### config.mk
export PLATFORM = sky130hd
export DESIGN_NAME = rc_input_dual_motor_mixer
export DESIGN_NICKNAME = d
export VERILOG_FILES = /design/src/rcmix_pkg.sv /design/src/rcmix_div.sv /design/src/rcmix_step.sv /design/src/rcmix_mix.sv /design/src/rc_input_dual_motor_mixer.sv
export SDC_FILE = /design/constraint.sdc
export NUM_CORES = 1
export LEC_CHECK = 0
export ABC_AREA = 1
export ABC_CLOCK_PERIOD_IN_PS = 13240
export BUFFER_PORTS_ARGS = -buffer_cell sky130_fd_sc_hd__buf_2
export CAP_MARGIN = 10
export CORE_ASPECT_RATIO = 2
export CORE_UTILIZATION = 55
export DETAILED_ROUTE_END_ITERATION = 12
export GPL_TIMING_DRIVEN = 0
export HOLD_SLACK_MARGIN = 0.15
export PLACE_DENSITY_LB_ADDON = 0.1
export SYNTH_ARGS = -nofsm -noshare
export SYNTH_HDL_FRONTEND = slang
export SYNTH_SLANG_ARGS = --single-unit
### constraint.sdc
create_clock -name clk -period 13.24 [get_ports clk]
set_input_delay 0 -clock clk [delete_from_list [all_inputs] [get_ports clk]]
set_output_delay 0 -clock clk [all_outputs]
set_load 0.01 [all_outputs]
### src/rcmix_pkg.sv
// ----------------------------------------------------------------------------
// rcmix_pkg
// shared types, constants and the channel check for the rc dual motor mixer
// ----------------------------------------------------------------------------
package rcmix_pkg;

  typedef enum logic [1:0] {
    MODE_PULSE_ONE = 2'd0,
    MODE_PULSE_TWO = 2'd1,
    MODE_SERIAL    = 2'd2,
    MODE_UNUSED    = 2'd3
  } mode_t;

  typedef enum logic [2:0] {
    REG_CHA_INDEX  = 3'd0,
    REG_CHB_INDEX  = 3'd1,
    REG_INDEP_MIX  = 3'd2,
    REG_DUTY_FLOOR = 3'd3,
    REG_DUTY_CEIL  = 3'd4,
    REG_HALVE_PW   = 3'd5,
    REG_DIR_POL    = 3'd6
  } reg_idx_t;

  localparam int CFG_IDX_W  = 3;
  localparam int CFG_DATA_W = 7;

  // reset values of the registers
  localparam logic [3:0] CHA_RST   = 4'd1;
  localparam logic [3:0] CHB_RST   = 4'd2;
  localparam logic [6:0] FLOOR_RST = 7'd0;
  localparam logic [6:0] CEIL_RST  = 7'd100;

  // channel limits
  localparam logic [15:0] PW_MIN  = 16'd800;
  localparam logic [15:0] PW_MAX  = 16'd2200;
  localparam logic [15:0] ARM_LO  = 16'd1450;
  localparam logic [15:0] ARM_HI  = 16'd1550;
  localparam logic signed [12:0] CENTRE = 13'sd1500;

  // drive shaping
  localparam logic signed [11:0] DEADBAND   = 12'sd50;
  localparam logic [10:0]        DEADBAND_U = 11'd50;
  localparam logic [10:0]        FULL_DRIVE = 11'd500;
  localparam logic [15:0]        DUTY_GAIN  = 16'd450;
  localparam logic [10:0]        DUTY_MAX   = 11'd1023;
  localparam int                 DUTY_W     = 10;
  localparam logic [DUTY_W-1:0]  DUTY_FLOOR_RST = '0;
  localparam logic [DUTY_W-1:0]  DUTY_CEIL_RST  = DUTY_W'(450 * 100 / 100);

  // serial framing
  localparam logic [7:0]  HDR_LO   = 8'h20;
  localparam logic [7:0]  HDR_HI   = 8'h40;
  localparam logic [15:0] CKS_INIT = 16'hff9f;
  localparam logic [4:0]  POS_IDLE = 5'd30;

  // divider length
  localparam int          DIV_STEPS = 16;
  localparam logic [3:0]  DIV_LAST  = 4'(DIV_STEPS - 1);

  typedef struct packed {
    logic [3:0] cha;
    logic [3:0] chb;
    logic       indep;
    logic [6:0] duty_floor;
    logic [6:0] duty_ceil;
    logic       halve;
    logic [3:0] pol;
  } cfg_t;

  typedef struct packed {
    logic               armed;
    logic signed [10:0] cmd;
  } chk_t;

  typedef struct packed {
    logic emit;
    logic locked;
  } step_stat_t;

  typedef struct packed {
    logic              fwd;
    logic              rev;
    logic [DUTY_W-1:0] duty;
  } drv_t;

  typedef struct packed {
    logic [DUTY_W-1:0] duty_one;
    logic [DUTY_W-1:0] duty_two;
    logic              fwd_one;
    logic              rev_one;
    logic              fwd_two;
    logic              rev_two;
  } res_t;

  // range check and arming of one channel value
  function automatic chk_t check_channel(input logic [15:0] v, input logic armed);
    chk_t              r;
    logic signed [12:0] diff;
    r.armed = armed;
    r.cmd   = '0;
    diff    = $signed({1'b0, v[11:0]}) - CENTRE;
    if ((v < PW_MIN) || (v > PW_MAX)) begin
      r.armed = 1'b0;
    end else if (armed || ((v >= ARM_LO) && (v <= ARM_HI))) begin
      r.armed = 1'b1;
      r.cmd   = diff[10:0];
    end
    return r;
  endfunction

endpackage

### src/rcmix_div.sv
// ----------------------------------------------------------------------------
// rcmix_div
// restoring divider for the two duty endpoints, one quotient bit per cycle
// ----------------------------------------------------------------------------
module rcmix_div import rcmix_pkg::*; (
  input  logic              clk,
  input  logic              rst_n,
  input  logic              start,
  input  logic [6:0]        floor_set,
  input  logic [6:0]        ceil_set,
  output logic              busy,
  output logic [DUTY_W-1:0] duty_floor,
  output logic [DUTY_W-1:0] duty_ceil
);

  logic              busy_r, busy_nxt;
  logic [3:0]        cnt_r, cnt_nxt;
  logic [6:0]        span_r, span_nxt;
  logic [15:0]       qa_r, qa_nxt, qb_r, qb_nxt;
  logic [6:0]        ra_r, ra_nxt, rb_r, rb_nxt;
  logic [DUTY_W-1:0] dfl_r, dfl_nxt, dcl_r, dcl_nxt;
  logic [7:0]        trial_a, trial_b, sub_a, sub_b;
  logic              ge_a, ge_b;

  always_comb begin
    trial_a  = {ra_r, qa_r[15]};
    trial_b  = {rb_r, qb_r[15]};
    ge_a     = trial_a >= {1'b0, span_r};
    ge_b     = trial_b >= {1'b0, span_r};
    sub_a    = trial_a - {1'b0, span_r};
    sub_b    = trial_b - {1'b0, span_r};
    busy_nxt = busy_r;
    cnt_nxt  = cnt_r;
    span_nxt = span_r;
    qa_nxt   = qa_r;
    qb_nxt   = qb_r;
    ra_nxt   = ra_r;
    rb_nxt   = rb_r;
    dfl_nxt  = dfl_r;
    dcl_nxt  = dcl_r;
    if (start) begin
      busy_nxt = 1'b1;
      cnt_nxt  = '0;
      span_nxt = (ceil_set > floor_set) ? (ceil_set - floor_set) : 7'd1;
      qa_nxt   = DUTY_GAIN * {9'd0, floor_set};
      qb_nxt   = DUTY_GAIN * {9'd0, ceil_set};
      ra_nxt   = '0;
      rb_nxt   = '0;
    end else if (busy_r) begin
      qa_nxt  = {qa_r[14:0], ge_a};
      qb_nxt  = {qb_r[14:0], ge_b};
      ra_nxt  = ge_a ? sub_a[6:0] : trial_a[6:0];
      rb_nxt  = ge_b ? sub_b[6:0] : trial_b[6:0];
      cnt_nxt = cnt_r + 4'd1;
      if (cnt_r == DIV_LAST) begin
        busy_nxt = 1'b0;
        // clamp, anything this large saturates further on
        dfl_nxt  = (qa_nxt > {5'd0, DUTY_MAX}) ? DUTY_MAX[DUTY_W-1:0] : qa_nxt[DUTY_W-1:0];
        dcl_nxt  = (qb_nxt > {5'd0, DUTY_MAX}) ? DUTY_MAX[DUTY_W-1:0] : qb_nxt[DUTY_W-1:0];
      end
    end
  end

  always_ff @(posedge clk) begin
    if (!rst_n) begin
      busy_r <= 1'b0;
      cnt_r  <= '0;
      dfl_r  <= DUTY_FLOOR_RST;
      dcl_r  <= DUTY_CEIL_RST;
    end else begin
      busy_r <= busy_nxt;
      cnt_r  <= cnt_nxt;
      dfl_r  <= dfl_nxt;
      dcl_r  <= dcl_nxt;
    end
  end

  always_ff @(posedge clk) begin
    span_r <= span_nxt;
    qa_r   <= qa_nxt;
    qb_r   <= qb_nxt;
    ra_r   <= ra_nxt;
    rb_r   <= rb_nxt;
  end

  assign busy       = busy_r;
  assign duty_floor = dfl_r;
  assign duty_ceil  = dcl_r;

endmodule

### src/rcmix_step.sv
// ----------------------------------------------------------------------------
// rcmix_step
// channel state, pulse width handling and serial frame parser
// ----------------------------------------------------------------------------
module rcmix_step import rcmix_pkg::*; (
  input  logic               clk,
  input  logic               rst_n,
  input  logic               go,
  input  logic [1:0]         mode,
  input  logic [15:0]        value,
  input  cfg_t               cfg,
  output logic signed [10:0] cmd_one,
  output logic signed [10:0] cmd_two,
  output logic               armed_one,
  output logic               armed_two,
  output step_stat_t         stat
);

  logic [7:0]         prev_r, prev_nxt;
  logic [4:0]         pos_r, pos_nxt;
  logic [15:0]        cks_r, cks_nxt;
  logic signed [10:0] cmd1_r, cmd1_nxt, cmd2_r, cmd2_nxt;
  logic               arm1_r, arm1_nxt, arm2_r, arm2_nxt;
  logic               locked_r, locked_nxt;
  logic               emit;
  logic [7:0]         lo, hi;
  logic [15:0]        word, pw;
  logic [4:0]         pos_inc;
  logic [3:0]         chan;
  chk_t               chk_pw, chk_sw;

  always_comb begin
    prev_nxt   = prev_r;
    pos_nxt    = pos_r;
    cks_nxt    = cks_r;
    cmd1_nxt   = cmd1_r;
    cmd2_nxt   = cmd2_r;
    arm1_nxt   = arm1_r;
    arm2_nxt   = arm2_r;
    locked_nxt = locked_r;
    emit       = 1'b0;
    lo         = prev_r;
    hi         = value[7:0];
    word       = {hi, lo};
    pos_inc    = pos_r + 5'd1;
    chan       = pos_inc[4:1];
    pw         = cfg.halve ? {1'b0, value[15:1]} : value;
    chk_pw     = check_channel(pw, (mode_t'(mode) == MODE_PULSE_ONE) ? arm1_r : arm2_r);
    chk_sw     = check_channel(word, (chan == cfg.cha) ? arm1_r : arm2_r);
    case (mode_t'(mode))
      MODE_PULSE_ONE: begin
        if (!locked_r) begin
          emit     = 1'b1;
          cmd1_nxt = chk_pw.cmd;
          arm1_nxt = chk_pw.armed;
        end
      end
      MODE_PULSE_TWO: begin
        if (!locked_r) begin
          emit     = 1'b1;
          cmd2_nxt = chk_pw.cmd;
          arm2_nxt = chk_pw.armed;
        end
      end
      MODE_SERIAL: begin
        prev_nxt = hi;
        if ((lo == HDR_LO) && (hi == HDR_HI)) begin
          // header restarts the frame wherever we are
          pos_nxt = '0;
          cks_nxt = CKS_INIT;
        end else if (pos_r < POS_IDLE) begin
          pos_nxt = pos_inc;
          if (!pos_inc[0]) begin
            if (pos_inc == POS_IDLE) begin
              if (cks_r == word) begin
                locked_nxt = 1'b1;
                emit       = 1'b1;
              end
            end else begin
              if (chan == cfg.cha) begin
                cmd1_nxt = chk_sw.cmd;
                arm1_nxt = chk_sw.armed;
              end else if (chan == cfg.chb) begin
                cmd2_nxt = chk_sw.cmd;
                arm2_nxt = chk_sw.armed;
              end
              cks_nxt = cks_r - ({8'd0, lo} + {8'd0, hi});
            end
          end
        end
      end
      default: begin
      end
    endcase
  end

  always_ff @(posedge clk) begin
    if (!rst_n) begin
      prev_r   <= '0;
      pos_r    <= POS_IDLE;
      cks_r    <= '0;
      cmd1_r   <= '0;
      cmd2_r   <= '0;
      arm1_r   <= 1'b0;
      arm2_r   <= 1'b0;
      locked_r <= 1'b0;
    end else if (go) begin
      prev_r   <= prev_nxt;
      pos_r    <= pos_nxt;
      cks_r    <= cks_nxt;
      cmd1_r   <= cmd1_nxt;
      cmd2_r   <= cmd2_nxt;
      arm1_r   <= arm1_nxt;
      arm2_r   <= arm2_nxt;
      locked_r <= locked_nxt;
    end
  end

  // results use the state as left by this item
  assign cmd_one     = cmd1_nxt;
  assign cmd_two     = cmd2_nxt;
  assign armed_one   = arm1_nxt;
  assign armed_two   = arm2_nxt;
  assign stat.emit   = emit;
  assign stat.locked = locked_r;

endmodule

### src/rcmix_mix.sv
// ----------------------------------------------------------------------------
// rcmix_mix
// tank or independent mixing, deadband, duty ramp and direction flags
// ----------------------------------------------------------------------------
module rcmix_mix import rcmix_pkg::*; (
  input  logic signed [10:0] cmd_one,
  input  logic signed [10:0] cmd_two,
  input  cfg_t               cfg,
  input  logic [DUTY_W-1:0]  duty_floor,
  input  logic [DUTY_W-1:0]  duty_ceil,
  output res_t               res
);

  function automatic drv_t drive(input logic signed [11:0] m,
                                 input logic [DUTY_W-1:0] dfl,
                                 input logic [DUTY_W-1:0] dcl);
    drv_t        r;
    logic [10:0] mag;
    logic [10:0] sum;
    r.fwd = m > DEADBAND;
    r.rev = m < -DEADBAND;
    mag   = r.rev ? 11'(-m) : 11'(m);
    sum   = {1'b0, dfl} + (mag - DEADBAND_U);
    if (!r.rev && (m < DEADBAND)) begin
      r.duty = '0;
    end else if (mag > FULL_DRIVE) begin
      r.duty = dcl;
    end else begin
      r.duty = (sum > DUTY_MAX) ? DUTY_MAX[DUTY_W-1:0] : sum[DUTY_W-1:0];
    end
    return r;
  endfunction

  logic signed [11:0] m1, m2;
  drv_t               d1, d2;

  always_comb begin
    if (cfg.indep) begin
      m1 = 12'(cmd_one);
      m2 = 12'(cmd_two);
    end else begin
      m1 = 12'(cmd_one) + 12'(cmd_two);
      m2 = 12'(cmd_one) - 12'(cmd_two);
    end
    d1           = drive(m1, duty_floor, duty_ceil);
    d2           = drive(m2, duty_floor, duty_ceil);
    res.duty_one = d1.duty;
    res.duty_two = d2.duty;
    res.fwd_one  = d1.fwd ^ cfg.pol[0];
    res.rev_one  = d1.rev ^ cfg.pol[1];
    res.fwd_two  = d2.fwd ^ cfg.pol[2];
    res.rev_two  = d2.rev ^ cfg.pol[3];
  end

endmodule

### src/rc_input_dual_motor_mixer.sv
// ----------------------------------------------------------------------------
// rc_input_dual_motor_mixer
// rc pulse width or serial receiver input, mixed onto two motor drives
// ----------------------------------------------------------------------------
// Takes one item per clock while the divider is idle and results are taken:
// an item is latched in an input register, passes through the compare, add
// and select logic and lands in the result register; while a finished
// result waits to be taken the input register can still take one more item.
// Pulse width items always give a result unless a good serial frame has
// locked them out; serial bytes give a result only on a frame whose checksum
// matches. Writing the duty floor or ceiling starts a 16 step divider that
// works out the two duty endpoints; the input is held off from such a write
// until the divider is done. Other register writes take effect at once.
// ----------------------------------------------------------------------------
module rc_input_dual_motor_mixer import rcmix_pkg::*; (
  input  logic                  clk,
  input  logic                  rst_n,
  // input items
  input  logic                  in_valid,
  output logic                  in_ready,
  input  logic [1:0]            in_mode,
  input  logic [15:0]           in_value,
  // result items
  output logic                  out_valid,
  input  logic                  out_ready,
  output logic [9:0]            out_drive_one_duty,
  output logic [9:0]            out_drive_two_duty,
  output logic                  out_forward_one,
  output logic                  out_reverse_one,
  output logic                  out_forward_two,
  output logic                  out_reverse_two,
  output logic                  out_armed_one,
  output logic                  out_armed_two,
  // register writes
  input  logic                  cfg_we,
  input  logic [CFG_IDX_W-1:0]  cfg_index,
  input  logic [CFG_DATA_W-1:0] cfg_data
);

  // configuration registers
  cfg_t cfg_r;
  logic div_start_r;

  // input register
  logic        in_vld_r, in_vld_nxt;
  logic [1:0]  in_mode_r;
  logic [15:0] in_value_r;

  // result register
  logic        out_vld_r, out_vld_nxt;
  res_t        out_res_r;
  logic        out_arm1_r, out_arm2_r;

  logic               in_acc, out_free, advance;
  logic               div_busy;
  logic [DUTY_W-1:0]  duty_floor, duty_ceil;
  logic signed [10:0] cmd_one, cmd_two;
  logic               armed_one, armed_two;
  step_stat_t         stat;
  res_t               res;

  // register writes, data masked to each register's width
  always_ff @(posedge clk) begin
    if (!rst_n) begin
      cfg_r.cha        <= CHA_RST;
      cfg_r.chb        <= CHB_RST;
      cfg_r.indep      <= 1'b0;
      cfg_r.duty_floor <= FLOOR_RST;
      cfg_r.duty_ceil  <= CEIL_RST;
      cfg_r.halve      <= 1'b0;
      cfg_r.pol        <= '0;
      div_start_r      <= 1'b0;
    end else begin
      div_start_r <= 1'b0;
      if (cfg_we) begin
        case (reg_idx_t'(cfg_index))
          REG_CHA_INDEX:  cfg_r.cha   <= cfg_data[3:0];
          REG_CHB_INDEX:  cfg_r.chb   <= cfg_data[3:0];
          REG_INDEP_MIX:  cfg_r.indep <= cfg_data[0];
          REG_DUTY_FLOOR: begin
            cfg_r.duty_floor <= cfg_data;
            div_start_r      <= 1'b1;
          end
          REG_DUTY_CEIL: begin
            cfg_r.duty_ceil <= cfg_data;
            div_start_r     <= 1'b1;
          end
          REG_HALVE_PW:   cfg_r.halve <= cfg_data[0];
          REG_DIR_POL:    cfg_r.pol   <= cfg_data[3:0];
          default: begin
          end
        endcase
      end
    end
  end

  // duty endpoints, recomputed after a floor or ceiling write
  rcmix_div u_div (
    .clk        (clk),
    .rst_n      (rst_n),
    .start      (div_start_r),
    .floor_set  (cfg_r.duty_floor),
    .ceil_set   (cfg_r.duty_ceil),
    .busy       (div_busy),
    .duty_floor (duty_floor),
    .duty_ceil  (duty_ceil)
  );

  // the stored item moves on whenever the result register can take a result
  assign out_free = !out_vld_r || out_ready;
  assign advance  = in_vld_r && out_free;
  assign in_ready = !div_busy && !div_start_r && (!in_vld_r || out_free);
  assign in_acc   = in_valid && in_ready;

  always_comb begin
    in_vld_nxt = in_vld_r;
    if (in_acc) begin
      in_vld_nxt = 1'b1;
    end else if (advance) begin
      in_vld_nxt = 1'b0;
    end
  end

  always_ff @(posedge clk) begin
    if (!rst_n) begin
      in_vld_r <= 1'b0;
    end else begin
      in_vld_r <= in_vld_nxt;
    end
  end

  always_ff @(posedge clk) begin
    if (in_acc) begin
      in_mode_r  <= in_mode;
      in_value_r <= in_value;
    end
  end

  // channel state and frame parser
  rcmix_step u_step (
    .clk       (clk),
    .rst_n     (rst_n),
    .go        (advance),
    .mode      (in_mode_r),
    .value     (in_value_r),
    .cfg       (cfg_r),
    .cmd_one   (cmd_one),
    .cmd_two   (cmd_two),
    .armed_one (armed_one),
    .armed_two (armed_two),
    .stat      (stat)
  );

  // mixing and drive shaping
  rcmix_mix u_mix (
    .cmd_one    (cmd_one),
    .cmd_two    (cmd_two),
    .cfg        (cfg_r),
    .duty_floor (duty_floor),
    .duty_ceil  (duty_ceil),
    .res        (res)
  );

  // result register, loaded only by items that give a result
  always_comb begin
    out_vld_nxt = out_vld_r;
    if (advance && stat.emit) begin
      out_vld_nxt = 1'b1;
    end else if (out_ready) begin
      out_vld_nxt = 1'b0;
    end
  end

  always_ff @(posedge clk) begin
    if (!rst_n) begin
      out_vld_r <= 1'b0;
    end else begin
      out_vld_r <= out_vld_nxt;
    end
  end

  always_ff @(posedge clk) begin
    if (advance && stat.emit) begin
      out_res_r  <= res;
      out_arm1_r <= armed_one;
      out_arm2_r <= armed_two;
    end
  end

  assign out_valid          = out_vld_r;
  assign out_drive_one_duty = out_res_r.duty_one;
  assign out_drive_two_duty = out_res_r.duty_two;
  assign out_forward_one    = out_res_r.fwd_one;
  assign out_reverse_one    = out_res_r.rev_one;
  assign out_forward_two    = out_res_r.fwd_two;
  assign out_reverse_two    = out_res_r.rev_two;
  assign out_armed_one      = out_arm1_r;
  assign out_armed_two      = out_arm2_r;

  // no item is taken while the duty endpoints are being worked out
  a_no_accept_in_div: assert property (@(posedge clk) disable iff (!rst_n)
    (div_busy || div_start_r) |-> !in_ready)
    else $error("item accepted during endpoint division");

  // a floor or ceiling write always sets the divider going
  a_div_starts: assert property (@(posedge clk) disable iff (!rst_n)
    div_start_r |=> div_busy)
    else $error("divider did not start after endpoint write");

  // serial lock-out holds until reset
  a_lock_sticks: assert property (@(posedge clk) disable iff (!rst_n)
    stat.locked |=> stat.locked)
    else $error("serial lock-out released");

  // a locked block gives no result for a pulse width item
  a_locked_pulse_silent: assert property (@(posedge clk) disable iff (!rst_n)
    (stat.locked && (mode_t'(in_mode_r) != MODE_SERIAL)) |-> !stat.emit)
    else $error("pulse item gave a result while locked");

  // with no inversion a motor is never driven both ways
  a_dir_exclusive: assert property (@(posedge clk) disable iff (!rst_n)
    (out_vld_r && (cfg_r.pol == 4'd0)) |->
      !(out_forward_one && out_reverse_one) && !(out_forward_two && out_reverse_two))
    else $error("forward and reverse both set");

endmodule
==> results.md <==
- Final ANT Viol Nets: 0
- Commonest non-fill, non-tap cell in the layout: nand2_1
- Diode count: 0
- Worst setup SP type: flop
- Clock Sinks: between 200 and 250
- Largest delay share family, worst path: simple AND/OR/NAND/NOR gates
- CP Capture Type: flop
- DR iter-0 viols: approximately 900
- Synth Instances: 2315
- Top FF cell, synth: dfxtp_1
- Leading area contributor after synthesis: dfxtp_1
- Post-synth ARST share: 0%
- Global-route wire length before repair: roughly 83000 um
- Initial Utilization: 56.01%
- Yosys warns: 0
- Initial antenna violation count: 0
- DRT Wirelength: about 53000 um
- R2r setup slk: about 4000 ps
- P per Cell Area: between 150 and 200 mW/mm2
- Post-route design area: 0.01899 mm2
- Clock Skews: a little over 20 ps
- Die ar.: roughly 0.032 mm2
- Max_cap viols: 0
- Critical-path maximum fanout: 10
- Max IR drop VDD: 0.0001061 V
- Total Power: ~2.9 mW
- Crit Path Category: flop to flop
- Die height: 250.4 um
- RSZ-0062 raised after global routing: false
- Achievable frequency: 109.3 MHz
- Vias after detailed routing: 16080
- Pin count of the biggest net entering global routing: 28
- CP max stage cell: edfxtp_1
- HP Class: primary input to flop
- PnR worst setup slack: 4090 ps
- GRT met2 Usage: between 60 and 70%
- Flops & latches, synth: ~210
- Final GP Congestion: roughly 1.0
- WL per Instance: about 19 um
- Worst Max-Slew Pin Slew: between 1000 and 1500 ps
- Grt ovf: 0
- DP Worst Slack: 4185 ps
- Worst-path clk slew: around 70 ps
- Final period util: around 69%
- Relative slew slack: 27.75%
- GRT busiest layer: met2
- # nets final: roughly 2700
- Post-route minimum period: a little over 9000 ps
- CP Data Required Time: 13530 ps
- Synth Cell Area: around 0.017 mm2
- Row count: 90
- CP bufs+invs: 7
- H-tree depth: 1
- Die W: roughly 130 um
- Leak: just under 9 nW
- Cell variety after synth: between 60 and 70
- Commonest non-fill, non-tap cells in the layout: 383 x nand2_1, 329 x inv_1, 210 x nor2_1
- CTS Buf Count: 21
- Max Slew Vio Count: 0
- Syn avg cell area: between 7 and 8 um2
- Final setup viols: 0
- CTS Root Cell: clkbuf_16
- Placed cell area: ~0.018 mm2
- Syn nets: between 2000 and 3000
- Max incr delay on CP: about 560 ps
- CP Data Arrival Time: around 9400 ps
- DPL Wire Length: around 42000 um
- Ratio of cells with drive above 1 in the final layout: 9.748%
- Util after Layout: 62.70%
- Cell mode on critical path: nand2_1
- Vias in the first global route: about 16000
- CTS tree: yes
- Port Buf Inserts: just under 60
- Register area share after synthesis: slightly below 30%
- Status: finished, final reports clean
- Setup TNS: 0 ps
- Clk Latency, worst-skew pair: about 540 ps
- EDFF count, synth: slightly above 80
- Area growth from synthesis to layout: 11.95%
- Via/cell ratio: between 5 and 6
- DR DRC count: 0
- Final Hold Viols: 0
- Tot GR Track Use: between 30% and 40%
- CTS Buffer Depth: 3
- Post-synth top area share: between 10% and 20%
- Ranking of synthesized cells by area: dfxtp_1 15%, edfxtp_1 14%, ha_1 13%
- Routing usage on met3: under 10%
- Met1 usage: a little under a third
- Core area: approximately 0.030 mm2
- IO Count: just over 60
- Initial DRT Pass Iterations: 5
-- final cells by class --
| cell class | count | area, um2 |
|---|---|---|
| Buffer | 71 | 377.9 |
| Clock buffer | 23 | 543.0 |
| Clock inverter | 15 | 193.9 |
| Fill cell | 2803 | 11300 |
| Inverter | 355 | 1338 |
| Multi-Input combinational cell | 1682 | 10310 |
| Sequential cell | 207 | 4955 |
| Tap cell | 368 | 460.4 |
| Timing Repair Buffer | 109 | 813.3 |
-- sequential cells by signal (all words and copies together) (netlist names), 2 cells and up --
signal,count
out_drive_two_duty,10
u_step.cks_r,16
u_div.duty_floor,10
in_mode_r,2
u_div.ra_r,7
u_step.cmd1_r,11
u_div.rb_r,7
out_drive_one_duty,10
u_div.span_r,7
u_div.qb_r,16
in_value_r,16
u_step.cmd2_r,11
u_div.qa_r,16
u_div.cnt_r,4
u_div.duty_ceil,10
u_step.pos_r,5
u_step.lo,8
cfg_r,28
-- stage by stage --
stage	instances	hold WS (ps)
after floorplan	2315	98.87
after global placement	2742	176.8
after detailed placement	2744	178.4
after CTS	2829	154.0
after global routing	2830	169.9
final	2830	175.9
-- path summary, 6_finish.rpt --
path,start,endpoint,depth (start not counted)
setup reg to reg,in_value_r[3]$_DFFE_PP_,out_drive_one_duty[1]$_SDFFCE_PP0P_,58
setup / recovery,in_value_r[3]$_DFFE_PP_,out_drive_one_duty[1]$_SDFFCE_PP0P_,58
hold reg to reg,u_div.qb_r[0]$_SDFFE_PP0P_,u_div.duty_ceil[1]$_SDFFE_PN1P_,2
hold / removal,in_value[1],in_value_r[1]$_DFFE_PP_,2
-- cells in the mapped netlist (12+ instances only) --
library cell / count
a31oi_1: 14
xor2_1: 49
clkbuf_1: 42
o22ai_1: 23
edfxtp_1: 81
a221oi_1: 12
nand3_1: 147
o21ai_0: 170
nor3_1: 22
o211ai_1: 33
inv_2: 20
nor2_1: 212
a21oi_1: 181
a21oi_2: 12
nand2_4: 13
nand2_2: 23
o21ai_1: 27
o21bai_1: 12
fa_1: 19
xnor2_1: 30
ha_1: 175
nand2_1: 383
dfxtp_1: 126
nand4_1: 24
inv_1: 329
-- power breakdown --
group	internal, mW	switching [mW]	leakage (nW)
clock	0.378	0.280	0.354
combinational	0.546	0.890	6.81
sequential	0.734	0.0385	1.78
-- kinds of logic (layout without fill, tap and decap cells) --
family	Yosys count	in the layout	synth area share, %
adders and majority gates	194	194	15.15
buffers and inverters	426	573	10.11
AOI/OAI and AO/OA	532	532	18.36
and+or+nand+nor	877	877	23.10
xor gates and xnor gates	79	79	4.078
DFF	207	207	29.21
-- per-layer routing --
metal  part of all wire, %  routed length (um)
met1                    33               17610
met2                    55               28870
met3                   3.6                1891
met4                   8.5                4468
met5                     0                   0
-- worst register-to-register path: cells and delay by family (launching register included) --
family | cells | cell delay (ps)
xor gates and xnor gates | 1 | 220
AOI/OAI and AO/OA | 14 | 2370
buffers and inverters | 7 | 840
adders and majority gates | 5 | 1570
and+or+nand+nor | 31 | 3340
DFF | 1 | 560
-- repair_timing --
action                    CTS  global route
hold buffers               47             0
gates resized for setup     0             0
buffers inserted            0             0
hold endpoints to repair   91             0
Note: power is estimated with default switching activity, not from simulation.
